==> src/design/pi_pkg.sv <==
// types, codes and arithmetic helpers shared by the particle integrator
// no dependencies; compiled first
package pi_pkg;

   localparam int DT_BITS = 16;

   typedef logic signed [31:0] fix_type;

   typedef enum logic [2:0] {
      OP_INIT      = 3'd0,
      OP_ADD_FORCE = 3'd1,
      OP_ADD_ACCEL = 3'd2,
      OP_INTEGRATE = 3'd3,
      OP_SET_PIN   = 3'd4
   } opcode_type;

   typedef enum logic [1:0] {
      STS_OK         = 2'd0,
      STS_ZERO_MASS  = 2'd1,
      STS_SATURATED  = 2'd2
   } status_type;

   localparam logic [1:0] METHOD_EULER = 2'd0;
   localparam logic       REG_METHOD   = 1'b0;

   typedef enum logic [3:0] {
      SEQ_IDLE,
      SEQ_READ,
      SEQ_EXEC,
      SEQ_MAC_MUL,
      SEQ_MAC_ADD,
      SEQ_DIV_START,
      SEQ_DIV_WAIT,
      SEQ_MUL_A,
      SEQ_STEP_V,
      SEQ_MUL_V,
      SEQ_STEP_P,
      SEQ_WRITE,
      SEQ_DONE
   } seq_state_type;

   typedef struct packed {
      fix_type [2:0] pos;
      fix_type [2:0] vel;
      fix_type [2:0] frc;
      logic [30:0]   mass;
      logic          pinned;
   } entry_type;

   typedef struct packed {
      logic [2:0]  opcode;
      logic [5:0]  particle_index;
      fix_type     vec_x;
      fix_type     vec_y;
      fix_type     vec_z;
      logic [30:0] mass_value;
      logic [15:0] time_step;
      logic        pin_flag;
   } req_payload_type;

   typedef struct packed {
      logic [5:0] out_index;
      fix_type    pos_x;
      fix_type    pos_y;
      fix_type    pos_z;
      fix_type    vel_x;
      fix_type    vel_y;
      fix_type    vel_z;
      logic [1:0] status;
   } rsp_payload_type;

   typedef struct packed {
      logic        start;
      fix_type     dividend;
      logic [30:0] divisor;
   } div_ctrl_type;

   typedef struct packed {
      logic    busy;
      logic    done;
      logic    sat;
      fix_type quot;
   } div_stat_type;

   typedef struct packed {
      logic    flag;
      fix_type value;
   } sat_type;

   // shift right with rounding to nearest, ties toward plus infinity
   function automatic logic signed [63:0] rnd_shr(input logic signed [63:0] x,
                                                  input int unsigned s);
      logic signed [63:0] bias;
      bias = 64'sd1 <<< (s - 1);
      return (x + bias) >>> s;
   endfunction

   // clamp to signed 32 bits
   function automatic sat_type sat32(input logic signed [63:0] x);
      sat_type r;
      if (x > 64'sd2147483647) begin
         r.flag  = 1'b1;
         r.value = 32'sh7fffffff;
      end else if (x < -64'sd2147483648) begin
         r.flag  = 1'b1;
         r.value = 32'sh80000000;
      end else begin
         r.flag  = 1'b0;
         r.value = x[31:0];
      end
      return r;
   endfunction

endpackage

==> src/design/pi_divider.sv <==
// restoring divider for acceleration = force * 2^frac / mass, one bit per cycle
// depends on pi_pkg
module pi_divider import pi_pkg::*; #(
   parameter int FRAC_BITS = 16
) (
   input  logic         clock,
   input  logic         reset,
   input  div_ctrl_type ctrl,
   output div_stat_type stat
);
   localparam int NW = 32 + FRAC_BITS;
   localparam int CW = $clog2(NW + 1);

   logic          busy_ff, done_ff, neg_ff;
   logic [CW-1:0] cnt_ff;
   logic [31:0]   rem_ff;
   logic [NW-1:0] num_ff;
   logic [30:0]   den_ff;
   logic [31:0]   trial;
   logic          qbit;
   logic [31:0]   mag;
   logic          sat_pos, sat_neg;

   // magnitude of the dividend
   assign mag = ctrl.dividend[31] ? 32'(-ctrl.dividend) : 32'(ctrl.dividend);

   // one restoring step
   assign trial = {rem_ff[30:0], num_ff[NW-1]};
   assign qbit  = (trial >= {1'b0, den_ff});

   // control
   always_ff @(posedge clock) begin
      if (reset) begin
         busy_ff <= 1'b0;
         done_ff <= 1'b0;
         cnt_ff  <= '0;
      end else begin
         done_ff <= 1'b0;
         if (ctrl.start && !busy_ff) begin
            busy_ff <= 1'b1;
            cnt_ff  <= '0;
         end else if (busy_ff) begin
            if (cnt_ff == CW'(NW - 1)) begin
               busy_ff <= 1'b0;
               done_ff <= 1'b1;
            end
            cnt_ff <= cnt_ff + 1'b1;
         end
      end
   end

   // datapath, quotient bits shift in as dividend bits shift out
   always_ff @(posedge clock) begin
      if (ctrl.start && !busy_ff) begin
         rem_ff <= '0;
         num_ff <= {mag, FRAC_BITS'(0)};
         den_ff <= ctrl.divisor;
         neg_ff <= ctrl.dividend[31];
      end else if (busy_ff) begin
         rem_ff <= qbit ? (trial - {1'b0, den_ff}) : trial;
         num_ff <= {num_ff[NW-2:0], qbit};
      end
   end

   // saturate the signed quotient to 32 bits
   assign sat_pos = |num_ff[NW-1:31];
   assign sat_neg = (|num_ff[NW-1:32]) || (num_ff[31] && (|num_ff[30:0]));

   always_comb begin
      stat.busy = busy_ff;
      stat.done = done_ff;
      if (neg_ff) begin
         stat.sat  = sat_neg;
         stat.quot = sat_neg ? 32'sh80000000 : fix_type'(-num_ff[31:0]);
      end else begin
         stat.sat  = sat_pos;
         stat.quot = sat_pos ? 32'sh7fffffff : fix_type'(num_ff[31:0]);
      end
   end

   a_start_idle: assert property (@(posedge clock) disable iff (reset)
      ctrl.start |-> !busy_ff) else $error("divider started while busy");
   a_done_after_busy: assert property (@(posedge clock) disable iff (reset)
      done_ff |-> $past(busy_ff)) else $error("divider done without work");
   a_done_pulse: assert property (@(posedge clock) disable iff (reset)
      done_ff |=> !done_ff) else $error("divider done held");

endmodule
==> config.mk <==
export PLATFORM = sky130hd
export DESIGN_NAME = pi_divider
export DESIGN_NICKNAME = d
export VERILOG_FILES = /design/src/design/pi_pkg.sv /design/src/design/pi_divider.sv
export SDC_FILE = /design/constraint.sdc
export NUM_CORES = 1
export LEC_CHECK = 0
export BUFFER_PORTS_ARGS = -buffer_cell sky130_fd_sc_hd__buf_2
export CORE_ASPECT_RATIO = 0.7
export CORE_MARGIN = 1
export CORE_UTILIZATION = 30
export CTS_CLUSTER_SIZE = 10
export DETAILED_ROUTE_END_ITERATION = 16
export MAX_ROUTING_LAYER = met4
export PLACE_DENSITY = 0.54
export REMOVE_ABC_BUFFERS = 1
export SLEW_MARGIN = 20
export SYNTH_ARGS = -nofsm -noshare
export SYNTH_HDL_FRONTEND = slang
export SYNTH_SLANG_ARGS = --single-unit
==> constraint.sdc <==
create_clock -name clock -period 3.6 [get_ports clock]
set_input_delay 0 -clock clock [delete_from_list [all_inputs] [get_ports clock]]
set_output_delay 0 -clock clock [all_outputs]
set_load 0.02 [all_outputs]
==> impl_results.md <==
- Port Buffer Count: 100
- Synth Instances: 882
- Worst clock skew: 11.5 ps
- Syn. warnings: 0
- Area after DPL: 8860 um^2
- Predominant post-synthesis flop cell: edfxtp_1
- Pre-Repair DR Iteration Count: 5
- Crit end category: primary output
- Vias in the first global route: 6437
- Sequential Power Share: 0.308
- # fillers: 2649
- Final period util: 0.957
- Largest stage delay, worst path: 460 ps
- Slowest CP cell: or3_4
- Area of the multi-input gates: 4690 um^2
- Avg Cell Area, Syn: 9.06 um^2
- Clock-pin slew on the worst setup and hold paths: 50 ps
- Pint: 3.96 mW
- CP Buf/Inv Count: 2
- Setup Viol. Count Final: 0
- Global-route wire length before repair: 34900 um
- Syn Std Cell Area: 7990 um^2
- Power share of the combinational group: 0.434
- Final Hold Fails: 0
- Iter 0 DRT Violations: 464
- Net load switching power: 2.30 mW
- Fmax: 290 MHz
- Worst slew pin tran: 848 ps
- Peak VDD IR: 0.344 mV
- Fin. max-slew vios: 0
- PwrDens: 618 nW/um^2
- Required @ worst endpoint: 3600 ps
- Root Driver: clkbuf_16
- Routability Congestion: 0.840
- Area delta synth->final: 26.7%
- H-tree levels: 4
- Share of the synthesized area in the top cell type: 0.240
- Pleak: 4.12 nW
- Final Cell Area: 10100 um^2
- Power, Total: 6.26 mW
- Core Util, Final: 0.391
- Gr ovfl total: 0
- Post-synthesis mux area share: 0.0368
- FF+latch count, synth: 119
- HPWL after detailed placement: 15500 um
- Slew margin rel.: 0.435
- Count of nets after finishing: 1128
- Adder-Cell Fraction of Synth Area: 0.0557
- CP max FO: 16
- CP dominant cell by count: or3_4
- Largest net degree at the start of global routing: 78
- Clk pwr share: 0.258
- Yosys cell types: 76
- Die area: 27300 um^2
- Total clock sinks: 119
- Status: completed
- Pre-CTS setup slack: 255 ps
- Switch share: 0.367
- Most frequent cells in the layout: nand2_1, buf_2, o21ai_0, edfxtp_1, dlygate4sd3_1
- WP data arrival: 3440 ps
- Final WS setup: 157 ps
- Tmin final: 3440 ps
- IO Pins: 101
- Worst-skew pair later-pin latency: 420 ps
- Leading cell type in the layout, fill and taps excluded: nand2_1
- # rows: 49
- Synth Area in Compound Gates: 0.223
- Sequential element share of the synthesized area: 0.378
- WL/cell: 15.8 um
- Largest family of logic cells by synthesized area: compound AO/OA/AOI/OAI gates
- Post-synthesis simple-gate area fraction: 0.193
- Number of CTS-inserted buffers: 17
- Post-synth top area cell: edfxtp_1
- Worst Hold Class: in2reg
- Total wire length: 22100 um
- Initial antenna violation count: 2
- Post-synth EDFFs: 64
- Vias: 7078
- Initial Util: 0.308
- Via density: 5.06
- All-Layer GR Usage: 0.167
- Maximum Capacitance Violations: 0
- CTS tree: done
- Die Ht: 139 um
- Crit-path cells: or3_4 > nor3_4 > nand4b_1 > or3_4 > o41ai_4 > and2b_2 > nand2_8 > buf_8 > nor3b_1 > a211o_1 > buf_2
- Share of cells above drive strength 1: 0.199
- Cell family with most CP delay: simple AND/OR/NAND/NOR gates
- Ys async rst share: 0
- Residual DRC count: 0
- CTS max path bufs: 2
- Chip Width: 197 um
- WHS: 12.0 ps
- FF+latch area: 3030 um^2
- CP Class: reg2out
- Synth area leaders: edfxtp_1, dfxtp_1, o21ai_0, ha_1, nand2_1
- XOR/XNOR Fraction of Synth Area: 0.0647
- Post-route ant nets: 0
- Startpoint Class: flop
- Placeable Area: 25900 um^2
repair_timing:
action,CTS,global route
pin swaps,2,2
resized for setup,6,16
cloned,1,0
hold endpoints to repair,56,0
setup buffers,2,1
hold buffers,54,0
endpoints found under the setup margin,12,21
worst register-to-register path, cell delays in order, from the launching register on:
cell      delay [ps]
edfxtp_1         330
inv_1             40
ha_1             390
nand4_1          180
or3_1            450
or4_1            580
a211oi_2         260
o311a_4          240
nor2_2            80
buf_4            210
mux2_1           320
a22o_1           190
path summary, 6_finish.rpt:
check / startpoint / to / slack [ps] / cells after the start
worst max-delay path: num_ff[10] / stat[7] / 160 / 11
worst min-delay path: ctrl[63] / num_ff[8] / 10 / 2
worst max register to register: den_ff[11] / rem_ff[17] / 240 / 11
worst min register to register: num_ff[0] / num_ff[1] / 490 / 2
power by group through the flow:
stage               sequential (mW)  clock [mW]  combinational, mW
floorplan                      1.87           0               1.98
global placement               1.95           0               2.61
detailed placement             1.94           0               2.63
CTS                            1.92        1.68               2.69
global route                   1.96        1.72               3.00
finish                         1.93        1.62               2.72
layer usage:
layer	routed length (um)	vias to the layer above	GRT usage
li1	-	3542	-
met1	12200	3352	0.258
met2	8670	168	0.213
met3	1030	16	0.0350
met4	138	0	0.0392
met5	0	-	-
registers in the layout (all words and copies together) (netlist names):
register  flops
cnt_ff        6
neg_ff        1
busy_ff       1
rem_ff       31
den_ff       31
num_ff       48
done_ff       1
synthesized netlist by cell type, types with 3 or more instances:
cell	instances
inv_1	42
nand3_1	12
and3_1	5
a21o_1	5
xor2_1	44
a21boi_0	3
nor3b_1	16
o31ai_1	11
nand3b_1	3
nor2_1	40
o311ai_1	9
or3_1	15
a32oi_1	8
mux2_4	10
nor2b_1	12
or4_1	5
o21a_1	6
or2_2	5
o41ai_2	3
nand2_1	108
xnor2_1	15
a211o_1	16
a21oi_1	31
and2_1	4
nor3_1	19
edfxtp_1	64
ha_1	34
clkbuf_1	36
o41ai_1	10
a22o_1	18
o311ai_0	3
o21ai_0	95
buf_2	6
mux2_1	6
buf_6	4
o21ai_1	6
nand2b_1	21
a311oi_1	3
mux2_2	5
or3_4	3
dfxtp_1	55
nand4_1	7
a31oi_1	10
nor4_1	5
logic make-up (layout without fill, tap and decap cells):
kind of cell,Yosys count,after routing
adders and majority gates,35,35
and+or+nand+nor,295,295
buffers and inverters,92,250
muxes,23,23
AOI/OAI and AO/OA,259,259
other,0,2
DFF,119,119
xor gates and xnor gates,59,59
per-stage QoR:
| stage | std cells | setup TNS [ps] |
|---|---|---|
| 2_1_floorplan | 832 | -26300 |
| 3_3_place_gp | 1307 | 0 |
| 3_5_place_dp | 1307 | 0 |
| 4_1_cts | 1396 | 0 |
| 5_1_grt | 1399 | -131 |
| 6_report | 1399 | 0 |
area by class of cell:
cell class / instances / share of cell area
flip-flops and latches: 119 / 0.299
diodes: 2 / 0.000494
well taps: 357 / 0.0441
clock buffers: 21 / 0.0435
multi-input cells: 671 / 0.463
clock inverters: 11 / 0.0106
inverters: 42 / 0.0156
repair buffers: 176 / 0.124
No activity file was read; power rests on OpenSTA's default activity.
